**config.mk**
```make
export PLATFORM = sky130hd
export DESIGN_NAME = calibrated_moving_average
export DESIGN_NICKNAME = d
export VERILOG_FILES = /design/src/cma_pkg.sv /design/src/cma_div.sv /design/src/cma_dp.sv /design/src/cma_ctrl.sv /design/src/calibrated_moving_average.sv
export VERILOG_INCLUDE_DIRS = /design/src /design/src/src
export SDC_FILE = /design/constraint.sdc
export NUM_CORES = 1
export LEC_CHECK = 0
export CORE_MARGIN = 4
export CORE_UTILIZATION = 45
export CTS_CLUSTER_DIAMETER = 80
export DETAILED_ROUTE_END_ITERATION = 8
export DONT_BUFFER_PORTS = 1
export HOLD_SLACK_MARGIN = 0.06
export SLEW_MARGIN = 20
export SYNTH_ARGS = -nofsm -noshare
export SYNTH_HDL_FRONTEND = slang
export SYNTH_SLANG_ARGS = --single-unit
```
**constraint.sdc**
```tcl
create_clock -name clk -period 17.1 [get_ports clk]
set_input_delay 3.42 -clock clk [delete_from_list [all_inputs] [get_ports clk]]
set_output_delay 3.42 -clock clk [all_outputs]
set_load 0.02 [all_outputs]
```
**src/calibrated_moving_average_macros.svh**
```systemverilog
// assertion macros for the calibrated moving average block
// expects clk and rst_n in the scope of the module that uses them
`ifndef CALIBRATED_MOVING_AVERAGE_MACROS_SVH
`define CALIBRATED_MOVING_AVERAGE_MACROS_SVH

// same-cycle implication
`define CMA_ASSERT_IMP(name, ante, cons) \
  name: assert property (@(posedge clk) disable iff (!rst_n) (ante) |-> (cons)) \
    else $error("cma assertion failed");

// next-cycle implication
`define CMA_ASSERT_NXT(name, ante, cons) \
  name: assert property (@(posedge clk) disable iff (!rst_n) (ante) |=> (cons)) \
    else $error("cma assertion failed");

`endif

```
**src/cma_pkg.sv**
```systemverilog
// shared types and constants for the calibrated moving average block
// no dependencies
package cma_pkg;

  localparam int SMP_W          = 16;
  localparam int PCT_SCALE      = 100;
  localparam int DEF_WINDOW_LEN = 8;
  localparam int DIVD_W         = 32;
  localparam int DVS_W          = 7;
  localparam int CAL_STEPS      = DIVD_W / 2;
  localparam int STP_W          = $clog2(CAL_STEPS + 1);
  localparam int REG_IDX_W      = 1;

  localparam logic [REG_IDX_W-1:0] REG_GAIN   = 1'b0;
  localparam logic [REG_IDX_W-1:0] REG_OFFSET = 1'b1;

  localparam logic signed [SMP_W-1:0] GAIN_RESET = SMP_W'(PCT_SCALE);

  typedef struct packed {
    logic capture;
    logic mul;
    logic ld_cal;
    logic cal;
    logic upd;
    logic ld_mean;
    logic out_load;
  } cma_cmd_t;

  typedef struct packed {
    logic div_busy;
    logic out_free;
  } cma_sts_t;

endpackage

```
**src/cma_div.sv**
```systemverilog
// iterative unsigned divider, two quotient bits per cycle
// depends on cma_pkg
`include "calibrated_moving_average_macros.svh"

module cma_div
  import cma_pkg::*;
(
  input  logic              clk,
  input  logic              rst_n,
  input  logic              start,
  input  logic [DIVD_W-1:0] dividend,
  input  logic [DVS_W-1:0]  divisor,
  input  logic [STP_W-1:0]  steps,
  output logic              busy,
  output logic [DIVD_W-1:0] quotient
);

  logic              busy_r, busy_nxt;
  logic [STP_W-1:0]  cnt_r, cnt_nxt;
  logic [DVS_W-1:0]  rem_r, rem_nxt;
  logic [DIVD_W-1:0] q_r, q_nxt;
  logic [DVS_W-1:0]  dvs_r, dvs_nxt;
  logic [DVS_W-1:0]  rem_v;
  logic [DIVD_W-1:0] q_v;
  logic [DVS_W:0]    sh_v;
  logic              qbit_v;

  always_comb begin
    rem_v = rem_r;
    q_v   = q_r;
    sh_v  = '0;
    qbit_v = 1'b0;
    for (int i = 0; i < 2; i++) begin
      sh_v = {rem_v, q_v[DIVD_W-1]};
      if (sh_v >= {1'b0, dvs_r}) begin
        sh_v   = sh_v - {1'b0, dvs_r};
        qbit_v = 1'b1;
      end else begin
        qbit_v = 1'b0;
      end
      rem_v = sh_v[DVS_W-1:0];
      q_v   = {q_v[DIVD_W-2:0], qbit_v};
    end
  end

  always_comb begin
    busy_nxt = busy_r;
    cnt_nxt  = cnt_r;
    rem_nxt  = rem_r;
    q_nxt    = q_r;
    dvs_nxt  = dvs_r;
    if (start) begin
      busy_nxt = 1'b1;
      cnt_nxt  = steps;
      rem_nxt  = '0;
      q_nxt    = dividend;
      dvs_nxt  = divisor;
    end else if (busy_r) begin
      rem_nxt = rem_v;
      q_nxt   = q_v;
      cnt_nxt = cnt_r - 1'b1;
      if (cnt_r == STP_W'(1)) begin
        busy_nxt = 1'b0;
      end
    end
  end

  always_ff @(posedge clk) begin
    if (!rst_n) begin
      busy_r <= 1'b0;
      cnt_r  <= '0;
    end else begin
      busy_r <= busy_nxt;
      cnt_r  <= cnt_nxt;
    end
    rem_r <= rem_nxt;
    q_r   <= q_nxt;
    dvs_r <= dvs_nxt;
  end

  assign busy     = busy_r;
  assign quotient = q_r;

  `CMA_ASSERT_NXT(a_div_start_busy, start, busy_r)
  `CMA_ASSERT_NXT(a_div_last_step, busy_r && !start && cnt_r == STP_W'(1), !busy_r)

endmodule

```
**src/cma_dp.sv**
```systemverilog
// datapath: calibration, sample ring, running total, output register
// depends on cma_pkg and cma_div
`include "calibrated_moving_average_macros.svh"

module cma_dp
  import cma_pkg::*;
#(
  parameter int WINDOW_LEN = DEF_WINDOW_LEN
) (
  input  logic                    clk,
  input  logic                    rst_n,
  input  cma_cmd_t                cmd,
  output cma_sts_t                sts,
  input  logic                    cfg_we,
  input  logic [REG_IDX_W-1:0]    cfg_index,
  input  logic [SMP_W-1:0]        cfg_wdata,
  input  logic signed [SMP_W-1:0] in_raw_sample,
  output logic                    out_valid,
  input  logic                    out_ready,
  output logic signed [SMP_W-1:0] out_calibrated_value,
  output logic signed [SMP_W-1:0] out_window_mean
);

  localparam int IDX_W       = (WINDOW_LEN > 1) ? $clog2(WINDOW_LEN) : 1;
  localparam int TOTAL_W     = SMP_W + $clog2(WINDOW_LEN);
  localparam int MEAN_STEPS  = (TOTAL_W + 1) / 2;
  localparam int MEAN_SHIFT  = DIVD_W - 2 * MEAN_STEPS;
  localparam int SUM_W       = DIVD_W + 2;

  logic signed [SMP_W-1:0]   gain_r, offset_r;
  logic signed [SMP_W-1:0]   sample_r;
  logic signed [SMP_W-1:0]   old_r;
  logic signed [DIVD_W-1:0]  prod_r;
  logic signed [SMP_W-1:0]   cal_r;
  logic signed [TOTAL_W-1:0] total_r, total_nxt;
  logic [IDX_W-1:0]          pos_r;
  logic                      full_r;
  logic                      neg_r;
  logic                      out_valid_r;
  logic signed [SMP_W-1:0]   out_cal_r, out_mean_r;
  logic signed [SMP_W-1:0]   ring [WINDOW_LEN];

  logic                      div_start;
  logic [DIVD_W-1:0]         div_dividend;
  logic [DVS_W-1:0]          div_divisor;
  logic [STP_W-1:0]          div_steps;
  logic                      div_busy;
  logic [DIVD_W-1:0]         div_quot;

  logic [DIVD_W-1:0]         prod_mag;
  logic [TOTAL_W-1:0]        total_mag;
  logic signed [SUM_W-1:0]   scaled, cal_sum;
  logic signed [SMP_W-1:0]   cal_sat;
  logic signed [SMP_W-1:0]   old_val;
  logic signed [TOTAL_W:0]   mean_mag, mean_val;

  // config registers
  always_ff @(posedge clk) begin
    if (!rst_n) begin
      gain_r   <= GAIN_RESET;
      offset_r <= '0;
    end else if (cfg_we) begin
      case (cfg_index)
        REG_GAIN: begin
          if (cfg_wdata != '0) begin
            gain_r <= cfg_wdata;
          end
        end
        REG_OFFSET: offset_r <= cfg_wdata;
        default: ;
      endcase
    end
  end

  // sample ring, registered read
  always_ff @(posedge clk) begin
    if (cmd.capture) begin
      old_r <= ring[pos_r];
    end
    if (cmd.upd) begin
      ring[pos_r] <= cal_r;
    end
  end

  assign prod_mag  = prod_r[DIVD_W-1] ? DIVD_W'(-prod_r) : DIVD_W'(prod_r);
  assign total_mag = total_r[TOTAL_W-1] ? TOTAL_W'(-total_r) : TOTAL_W'(total_r);

  always_comb begin
    div_start    = cmd.ld_cal | cmd.ld_mean;
    div_dividend = prod_mag;
    div_divisor  = DVS_W'(PCT_SCALE);
    div_steps    = STP_W'(CAL_STEPS);
    if (cmd.ld_mean) begin
      div_dividend = DIVD_W'(total_mag) << MEAN_SHIFT;
      div_divisor  = full_r ? DVS_W'(WINDOW_LEN) : DVS_W'(pos_r);
      div_steps    = STP_W'(MEAN_STEPS);
    end
  end

  cma_div u_div (
    .clk      (clk),
    .rst_n    (rst_n),
    .start    (div_start),
    .dividend (div_dividend),
    .divisor  (div_divisor),
    .steps    (div_steps),
    .busy     (div_busy),
    .quotient (div_quot)
  );

  // scale sign, offset and saturation
  always_comb begin
    scaled = neg_r ? -$signed({2'b00, div_quot}) : $signed({2'b00, div_quot});
    cal_sum = scaled + SUM_W'(offset_r);
    if (cal_sum > SUM_W'(32767)) begin
      cal_sat = 16'sh7fff;
    end else if (cal_sum < -SUM_W'(32768)) begin
      cal_sat = -16'sh8000;
    end else begin
      cal_sat = cal_sum[SMP_W-1:0];
    end
  end

  assign old_val   = full_r ? old_r : '0;
  assign total_nxt = total_r - TOTAL_W'(old_val) + TOTAL_W'(cal_r);
  assign mean_mag  = $signed({1'b0, div_quot[TOTAL_W-1:0]});
  assign mean_val  = neg_r ? -mean_mag : mean_mag;

  always_ff @(posedge clk) begin
    if (cmd.capture) begin
      sample_r <= in_raw_sample;
    end
    if (cmd.mul) begin
      prod_r <= DIVD_W'(sample_r * gain_r);
    end
    if (cmd.ld_cal) begin
      neg_r <= prod_r[DIVD_W-1];
    end else if (cmd.ld_mean) begin
      neg_r <= total_r[TOTAL_W-1];
    end
    if (cmd.cal) begin
      cal_r <= cal_sat;
    end
    if (cmd.out_load) begin
      out_cal_r  <= cal_r;
      out_mean_r <= mean_val[SMP_W-1:0];
    end
  end

  always_ff @(posedge clk) begin
    if (!rst_n) begin
      total_r     <= '0;
      pos_r       <= '0;
      full_r      <= 1'b0;
      out_valid_r <= 1'b0;
    end else begin
      if (cmd.upd) begin
        total_r <= total_nxt;
        if (pos_r == IDX_W'(WINDOW_LEN - 1)) begin
          pos_r  <= '0;
          full_r <= 1'b1;
        end else begin
          pos_r <= pos_r + 1'b1;
        end
      end
      if (cmd.out_load) begin
        out_valid_r <= 1'b1;
      end else if (out_ready) begin
        out_valid_r <= 1'b0;
      end
    end
  end

  assign sts.div_busy          = div_busy;
  assign sts.out_free          = !out_valid_r || out_ready;
  assign out_valid             = out_valid_r;
  assign out_calibrated_value  = out_cal_r;
  assign out_window_mean       = out_mean_r;

  `CMA_ASSERT_IMP(a_gain_nonzero, 1'b1, gain_r != '0)

endmodule

```
**src/cma_ctrl.sv**
```systemverilog
// controller state machine sequencing one sample through the datapath
// depends on cma_pkg
`include "calibrated_moving_average_macros.svh"

module cma_ctrl
  import cma_pkg::*;
(
  input  logic     clk,
  input  logic     rst_n,
  input  logic     in_valid,
  output logic     in_ready,
  output cma_cmd_t cmd,
  input  cma_sts_t sts
);

  localparam logic [3:0] S_IDLE = 4'd0;
  localparam logic [3:0] S_MUL  = 4'd1;
  localparam logic [3:0] S_LD1  = 4'd2;
  localparam logic [3:0] S_DIV1 = 4'd3;
  localparam logic [3:0] S_CAL  = 4'd4;
  localparam logic [3:0] S_UPD  = 4'd5;
  localparam logic [3:0] S_LD2  = 4'd6;
  localparam logic [3:0] S_DIV2 = 4'd7;
  localparam logic [3:0] S_OUT  = 4'd8;

  logic [3:0] state_r, state_nxt;

  always_comb begin
    state_nxt = state_r;
    cmd       = '0;
    in_ready  = 1'b0;
    case (state_r)
      S_IDLE: begin
        in_ready = 1'b1;
        if (in_valid) begin
          cmd.capture = 1'b1;
          state_nxt   = S_MUL;
        end
      end
      S_MUL: begin
        cmd.mul   = 1'b1;
        state_nxt = S_LD1;
      end
      S_LD1: begin
        cmd.ld_cal = 1'b1;
        state_nxt  = S_DIV1;
      end
      S_DIV1: begin
        if (!sts.div_busy) begin
          state_nxt = S_CAL;
        end
      end
      S_CAL: begin
        cmd.cal   = 1'b1;
        state_nxt = S_UPD;
      end
      S_UPD: begin
        cmd.upd   = 1'b1;
        state_nxt = S_LD2;
      end
      S_LD2: begin
        cmd.ld_mean = 1'b1;
        state_nxt   = S_DIV2;
      end
      S_DIV2: begin
        if (!sts.div_busy) begin
          state_nxt = S_OUT;
        end
      end
      S_OUT: begin
        if (sts.out_free) begin
          cmd.out_load = 1'b1;
          state_nxt    = S_IDLE;
        end
      end
      default: state_nxt = S_IDLE;
    endcase
  end

  always_ff @(posedge clk) begin
    if (!rst_n) begin
      state_r <= S_IDLE;
    end else begin
      state_r <= state_nxt;
    end
  end

  `CMA_ASSERT_NXT(a_accept_to_mul, in_valid && in_ready, state_r == S_MUL)
  `CMA_ASSERT_IMP(a_out_load_free, cmd.out_load, sts.out_free)

endmodule

```
**src/calibrated_moving_average.sv**
```systemverilog
// calibrated moving average: one result per sample; the time from transfer in to result
// valid is mostly set by the shared two-bit-per-cycle divider, run once for the /100
// scaling and once for the mean; a new sample is accepted only after the previous result
// is loaded into the output register, a new sample taken while a result waits
// synchronous active-low reset: gain 100, offset 0, ring counted as empty, no result
// top level, depends on cma_pkg, cma_ctrl and cma_dp
module calibrated_moving_average
  import cma_pkg::*;
#(
  parameter int WINDOW_LEN = DEF_WINDOW_LEN
) (
  input  logic                    clk,
  input  logic                    rst_n,
  input  logic                    cfg_we,
  input  logic [REG_IDX_W-1:0]    cfg_index,
  input  logic [SMP_W-1:0]        cfg_wdata,
  input  logic                    in_valid,
  output logic                    in_ready,
  input  logic signed [SMP_W-1:0] in_raw_sample,
  output logic                    out_valid,
  input  logic                    out_ready,
  output logic signed [SMP_W-1:0] out_calibrated_value,
  output logic signed [SMP_W-1:0] out_window_mean
);

  cma_cmd_t cmd;
  cma_sts_t sts;

  cma_ctrl u_ctrl (
    .clk      (clk),
    .rst_n    (rst_n),
    .in_valid (in_valid),
    .in_ready (in_ready),
    .cmd      (cmd),
    .sts      (sts)
  );

  cma_dp #(
    .WINDOW_LEN (WINDOW_LEN)
  ) u_dp (
    .clk                  (clk),
    .rst_n                (rst_n),
    .cmd                  (cmd),
    .sts                  (sts),
    .cfg_we               (cfg_we),
    .cfg_index            (cfg_index),
    .cfg_wdata            (cfg_wdata),
    .in_raw_sample        (in_raw_sample),
    .out_valid            (out_valid),
    .out_ready            (out_ready),
    .out_calibrated_value (out_calibrated_value),
    .out_window_mean      (out_window_mean)
  );

endmodule
```
==> results of run 1 <==
==> worst max-delay path: cells and delay by family (launching register included) <==
family,cells,cell delay [ns]
xor+xnor,1,0.10
compound gates,8,2.50
simple gates,1,0.30
buf+inv,6,0.32
fa+ha+maj,7,3.05
flops,1,0.65
==> layout make-up <==
class                   instances  share of cell area
repair buffers                  9             0.00222
multi-input cells            1869               0.540
flip-flops and latches        351               0.322
clock buffers                  52              0.0361
well taps                     837              0.0344
inverters                     450              0.0555
clock inverters                21             0.00930
==> stage by stage <==
| step | power, mW | std cells | util | worst slack, ns | hold WS, ns |
|---|---|---|---|---|---|
| finish | 4.28 | 3589 | 0.492 | 9.95 | 0.478 |
| global route | 4.66 | 3589 | 0.492 | 9.63 | 0.499 |
| CTS | 4.32 | 3589 | 0.492 | 10.03 | 0.477 |
| detailed placement | 3.41 | 3516 | 0.470 | 10.05 | 0.463 |
| global placement | 3.36 | 3516 | 0.470 | 10.20 | 0.454 |
| floorplan | 2.85 | 2766 | - | 10.77 | 0.437 |
==> registers in the layout, summed over array words and instances, names as in the netlist, 3 cells and up <==
signal / flops
u_dp.ring: 128
u_dp.prod_r: 32
u_dp.u_div.quotient: 32
u_dp.total_r: 19
u_dp.cal_r: 16
u_dp.gain_r: 16
u_dp.offset_r: 16
u_dp.old_r: 16
u_dp.out_calibrated_value: 16
u_dp.out_window_mean: 16
u_dp.sample_r: 16
u_dp.u_div.rem_r: 7
u_dp.u_div.cnt_r: 5
u_dp.u_div.dvs_r: 5
u_ctrl.state_r: 4
u_dp.pos_r: 3
==> cell families after synthesis <==
| family | count (synthesis) |
|---|---|
| AOI/OAI and AO/OA | 484 |
| buffers and inverters | 546 |
| muxes | 28 |
| adders and majority gates | 436 |
| DFF | 351 |
| xor gates and xnor gates | 164 |
| and+or+nand+nor | 757 |
==> Yosys cell counts, drive strengths merged (11+ instances only) <==
library cell	count	area [sq um]
inv	449	1690
fa	283	5670
edfxtp	278	8350
nand2	276	1040
and2	170	1060
ha	153	1910
o21ai	129	649
xnor2	112	981
a21oi	91	455
clkbuf	89	334
nor2	81	304
dfxtp	73	1460
a22oi	65	488
xor2	52	455
a21o	32	240
nand2b	32	200
nor2b	31	194
o31ai	30	225
nand3	27	135
mux2i	26	260
nand4	26	163
a21boi	25	188
nor3	25	125
or3	19	119
nor4	15	93.8
a211oi	14	105
or2	14	90.1
o21bai	13	97.6
and3	12	75.1
or4	12	101
o22ai	11	68.8
o41ai	11	96.3
==> routing by layer <==
metal	part of all wire	vias to the layer above	global-route usage
li1	-	9148	-
met1	0.43	9905	0.297
met2	0.49	547	0.383
met3	0.058	104	0.0303
met4	0.026	0	0.0579
met5	0	-	0
==> power groups by stage <==
| stage | sequential [mW] | clock (mW) | combinational [mW] |
|---|---|---|---|
| after floorplan | 1.15 | 0 | 1.70 |
| after global placement | 1.21 | 0 | 2.15 |
| after detailed placement | 1.21 | 0 | 2.19 |
| after CTS | 1.19 | 0.911 | 2.21 |
| after global routing | 1.21 | 0.948 | 2.51 |
| final | 1.19 | 0.892 | 2.19 |
==> worst min-delay path by stage <==
stage	depth (start not counted)	endpoint	slack, ns	from
3_5_place_dp	2	u_dp.u_div.cnt_r[3]	0.46	u_dp.u_div.cnt_r[3]
3_3_place_gp	2	u_dp.u_div.cnt_r[3]	0.45	u_dp.u_div.cnt_r[3]
6_report	2	u_dp.offset_r[0]	0.48	u_dp.offset_r[0]
4_1_cts	2	u_dp.u_div.cnt_r[3]	0.48	u_dp.u_div.cnt_r[3]
2_1_floorplan	2	u_dp.u_div.cnt_r[3]	0.44	u_dp.u_div.cnt_r[3]
5_1_grt	2	u_dp.offset_r[8]	0.50	u_dp.offset_r[8]
==> metrics.cfg, run 1 <==
[floorplanning]
placement_rows=91
io_pins=72
die_width_um=258
die_height_um=258
start_util=0.456
coreArea_sq_um=61800
die_area_sq_um=66700

[cts]
cts_sinks=351
tritoncts=yes
clockBufferDepth=3
clockRootBuffer=sky130_fd_sc_hd__clkbuf_16
ctsHtreeMaxLevel=2
cts_inserted_buffers=41
clkTransAtPathRegs_ns=0.06
clk_latency_ns=0.58
cts_resized=0
hold_buffers=0
cts.repair_timing.setup_buffer_count=0

[timing]
final_period_minus_worst_setup_slack_ns=7.15
clock_tree_skew_after_final_layout_ns=0.0325
slew_viol_final=0
hold_violations=0
max_freq_ghz=0.140
rsz0062_at_grt=no
max_slew_margin=0.280
finalCritPeriodShare=0.418
totalNegativeSetupSlack_ns=0
worst-slew-pin-transition_ns=1.08
finalSetupViolations=0

[logic_synthesis]
synth_adder_area_share=0.269
synth_cell_types=72
synth_compound_gate_area_share=0.113
ys.warnings.count=0
yosys_most_used_dff=sky130_fd_sc_hd__edfxtp_1
synth_edf_count=278
yosys.area_share.simple=0.136
total_standard_cell_area_after_synthesis_sq_um=28200
yosys.area_share.xor_xnor=0.0510
synth-seq-cells=351
synth_cells=2766
ys_async_sr_fraction=0
mappedNetlistNets=3240
seq_area_frac_synth=0.348
dominant_combinational_cell_family_by_area_after_synthesis=adder cells
synth_mux_area_frac=0.0100
mean_cell_area_of_the_mapped_netlist_sq_um=10.2

[global_routing]
grt_antenna_before_repair=1
grt_overflow=0
first_global_vias=20514
grt_first_pass_wirelength_um=116000
grt_usage=0.222
grt_max_degree=64

[routing]
wl_um=73200
vias=19704
post_drt_wl_per_cell_um=20.4
drt.antenna.violating_nets=0
route.detailed.drc=0
drt-initial-drc-count=1519
firstDrtPassIters=8
viasPerCell=5.49

[worst_setup_path]
critical_path.reg2reg.endpoint=u_dp.prod_r[28]
end_kind=flip-flop
crit_end=u_dp.prod_r[28]
timing.critical_path.arrival_ns=7.48
worstReg2RegStart=u_dp.sample_r[2]
critPathMaxStageDelay_ns=0.65
worst-r2r-setup-slack_ns=9.95
cpMostUsedCell=sky130_fd_sc_hd__inv_1
worst_setup_path_startpoint=u_dp.sample_r[2]
cell_chain_critical_path=and2_1, fa_1, inv_1, fa_1, inv_1, ha_1, inv_1, fa_1, inv_1, fa_1, inv_1, fa_1, inv_1, ha_1, a2111oi_0, o21ai_0, a41o_1, a211oi_1, o31ai_1, a41o_1, a21o_1, a311oi_1, xnor2_1
critical_path_source_type=flip-flop
critical-path-slowest-cell=sky130_fd_sc_hd__edfxtp_1
critical_path_class=flip-flop to flip-flop
required_ns=17.43
crit_fanout=16
worst-r2r-cell-count=23

[placement]
dp_hpwl_um=55600
dpl_cell_area_sq_um=29000
gp_routability_congestion=0.901
port-buffer-count=0

[layout]
final_instance_area_sq_um=30400
finalNetCount=3196
layout-area-overhead-vs-synth_pct=7.97
mostFrequentLayoutCells=sky130_fd_sc_hd__inv_1 (449), sky130_fd_sc_hd__fa_1 (283), sky130_fd_sc_hd__edfxtp_1 (278)
num_antenna_cells=0
seqCellArea_sq_um=9810
layout.filler_cells=5658
multi_input_area_sq_um=16400
drive_above_1_share=0.0396
layout_commonest_cell=sky130_fd_sc_hd__inv_1

[pwr]
p_per_area_nw_per_um2=141
ir_drop_v=0.000137
power_frac_comb=0.513
internal_power_mw=2.53
cellLeakagePower_nw=12.8
p_sw_mw=1.75
clkPwrFrac=0.208
swShare=0.409
seq_power_share=0.279

[worst_hold_path]
holdCritPathClass=flip-flop to flip-flop

[job]
timing.max_cap.violations=0

[status]
run_status=finished, final reports clean

Note: power is estimated with default switching activity, not from simulation.
==> run 2, diff against run 1 <==
clock period = 6.62 ns   (was 17.1 ns; I/O delays follow)
==> metrics.cfg, run 2 (synthesized netlist as in run 1, its figures left out) <==
[timing]
hold_violations=0  ; unchanged
clock_tree_skew_after_final_layout_ns=0.0241  ; -0.00844 ns
finalCritPeriodShare=0.968  ; +0.550
final_period_minus_worst_setup_slack_ns=6.41  ; -0.745 ns
totalNegativeSetupSlack_ns=0  ; unchanged
worst-slew-pin-transition_ns=1.10  ; +0.0249 ns
max_freq_ghz=0.156  ; +12%
fin_ws_ns=0.212  ; -9.74 ns
max_slew_margin=0.258  ; -0.0223
slew_viol_final=0  ; unchanged
timing.hold.ws_ns=0.471  ; -0.00691 ns
finalSetupViolations=0  ; unchanged

[worst_setup_path]
critical_path_source_type=flip-flop
cell_chain_critical_path=and2_4, fa_1, inv_1, fa_1, inv_1, ha_1, inv_1, fa_1, inv_1, fa_1, inv_1, fa_1, inv_1, ha_1, a2111oi_4, o21ai_2, a41o_1, a211oi_2, o31ai_2, a41o_1, a21o_1, a311oi_2, xnor2_1
worst_path_dominant_cell_family=adder cells
path_buf_inv=6  ; unchanged
timing.critical_path.arrival_ns=6.72  ; -0.76 ns
required_ns=6.93  ; -10.50 ns
critical-path-slowest-cell=sky130_fd_sc_hd__fa_1
end_kind=flip-flop
critPathMaxStageDelay_ns=0.54  ; -0.11 ns
crit_fanout=7  ; -9
critical_path_class=flip-flop to flip-flop
cpMostUsedCell=sky130_fd_sc_hd__inv_1

[floorplanning]
coreArea_sq_um=61800  ; unchanged
die_width_um=258  ; unchanged
start_util=0.456  ; unchanged
placement_rows=91  ; unchanged
die_height_um=258  ; unchanged
die_area_sq_um=66700  ; unchanged
io_pins=72  ; unchanged

[layout]
layout_commonest_cell=sky130_fd_sc_hd__inv_1
mostFrequentLayoutCells=sky130_fd_sc_hd__inv_1 (449), sky130_fd_sc_hd__fa_1 (283), sky130_fd_sc_hd__edfxtp_1 (278)
layout.filler_cells=5589  ; -1.2%
drive_above_1_share=0.0669  ; +0.0273
finalNetCount=3256  ; +1.9%
num_antenna_cells=0  ; unchanged
flip_flop_count_of_the_largest_register_all_copies_and_words_added=128  ; unchanged
top_register=u_dp.ring
layout-area-overhead-vs-synth_pct=9.97
layout.core_utilization=0.501  ; +0.00913

[cts]
clkTransAtPathRegs_ns=0.06  ; about the same
ctsHtreeMaxLevel=2  ; unchanged
clockRootBuffer=sky130_fd_sc_hd__clkbuf_16
tritoncts=yes
cts_inserted_buffers=39  ; -4.9%
clockBufferDepth=3  ; unchanged
hold_buffers=0  ; unchanged
clk_latency_ns=0.59  ; about the same
cts_sinks=351  ; unchanged

[routing]
viasPerCell=5.48  ; -0.24%
wl_um=72300  ; -1.2%
drt.antenna.violating_nets=0  ; unchanged
drt-initial-drc-count=1466  ; -3.5%
route.detailed.drc=0  ; unchanged
post_drt_wl_per_cell_um=19.8  ; -2.8%
vias=19969  ; +1.3%
firstDrtPassIters=7  ; -1

[global_routing]
grt_antenna_before_repair=4  ; +3
first_global_vias=20147  ; -1.8%
grt_overflow=0  ; unchanged
grt_first_pass_wirelength_um=114000  ; -1.6%
grt_max_degree=64  ; unchanged
grt_usage=0.217  ; -0.00502

[placement]
gp_routability_congestion=0.883  ; -2.1%
port-buffer-count=0  ; unchanged
dp_slack_ns=-0.0669  ; -10.12 ns
dp_hpwl_um=56000  ; +0.60%

[pwr]
p_per_area_nw_per_um2=364  ; +160%
total_power_mw=11.3  ; +160%
ir_drop_v=0.000206  ; +51%
cellLeakagePower_nw=13.1  ; +2.2%

[status]
run_status=finished, final reports clean

[job]
timing.max_cap.violations=0  ; unchanged

[worst_hold_path]
holdCritPathClass=flip-flop to flip-flop

## run 2: tightest hold or removal path: cells and delay by family, from the launching register on
family / cells / cell delay [ns]
AO/OA/AOI/OAI: 1 / 0.06
flip-flops: 1 / 0.31
AND/OR/NAND/NOR: 1 / 0.05
## run 2: routing by layer
metal,vias to the layer above,routed length [um],GRT usage
li1,9262,-,-
met1,9968,31400,0.298
met2,588,33900,0.361
met3,131,4960,0.0359
met4,20,1810,0.0544
met5,-,203,0.00731
## run 2: layout make-up
cell class / count / area (sq um) / area share
multi-input combinational: 1869 / 16600 / 0.535
sequential: 351 / 9810 / 0.317
inverter: 450 / 1690 / 0.0545
tap: 837 / 1050 / 0.0338
clock buffer: 49 / 1020 / 0.0330
timing repair buffer: 71 / 569 / 0.0184
clock inverter: 19 / 279 / 0.00901
## run 2: report_power, final
part,internal (mW),switching (mW),total (mW),leakage [nW]
Clock,1.27,0.941,2.22,0.615
Sequential,2.81,0.232,3.04,3.13
Combinational,2.57,3.46,6.03,9.38
## run 2: path summary, 6_finish.rpt
| check | startpoint | endpoint | depth (start not counted) | slack [ns] |
|---|---|---|---|---|
| setup / recovery | u_dp.sample_r[5] | u_dp.prod_r[28] | 23 | 0.21 |
| hold / removal | u_dp.offset_r[9] | u_dp.offset_r[9] | 2 | 0.47 |
| setup reg to reg | u_dp.sample_r[5] | u_dp.prod_r[28] | 23 | 0.21 |
| hold reg to reg | u_dp.offset_r[9] | u_dp.offset_r[9] | 2 | 0.47 |
## run 2: per-stage QoR
stage          area, sq um  cells
2_1_floorplan        28200   2766
3_3_place_gp         29400   3569
3_5_place_dp         29400   3569
4_1_cts              30800   3637
5_1_grt              31000   3646
6_report             31000   3646
## run 2: what timing repair did
item / 4_1_cts / 5_1_grt
pin swaps: 0 / 12
gates cloned: 0 / 0
setup endpoints to repair: 2 / 10
buffers inserted: 0 / 8
gates resized for setup: 2 / 29
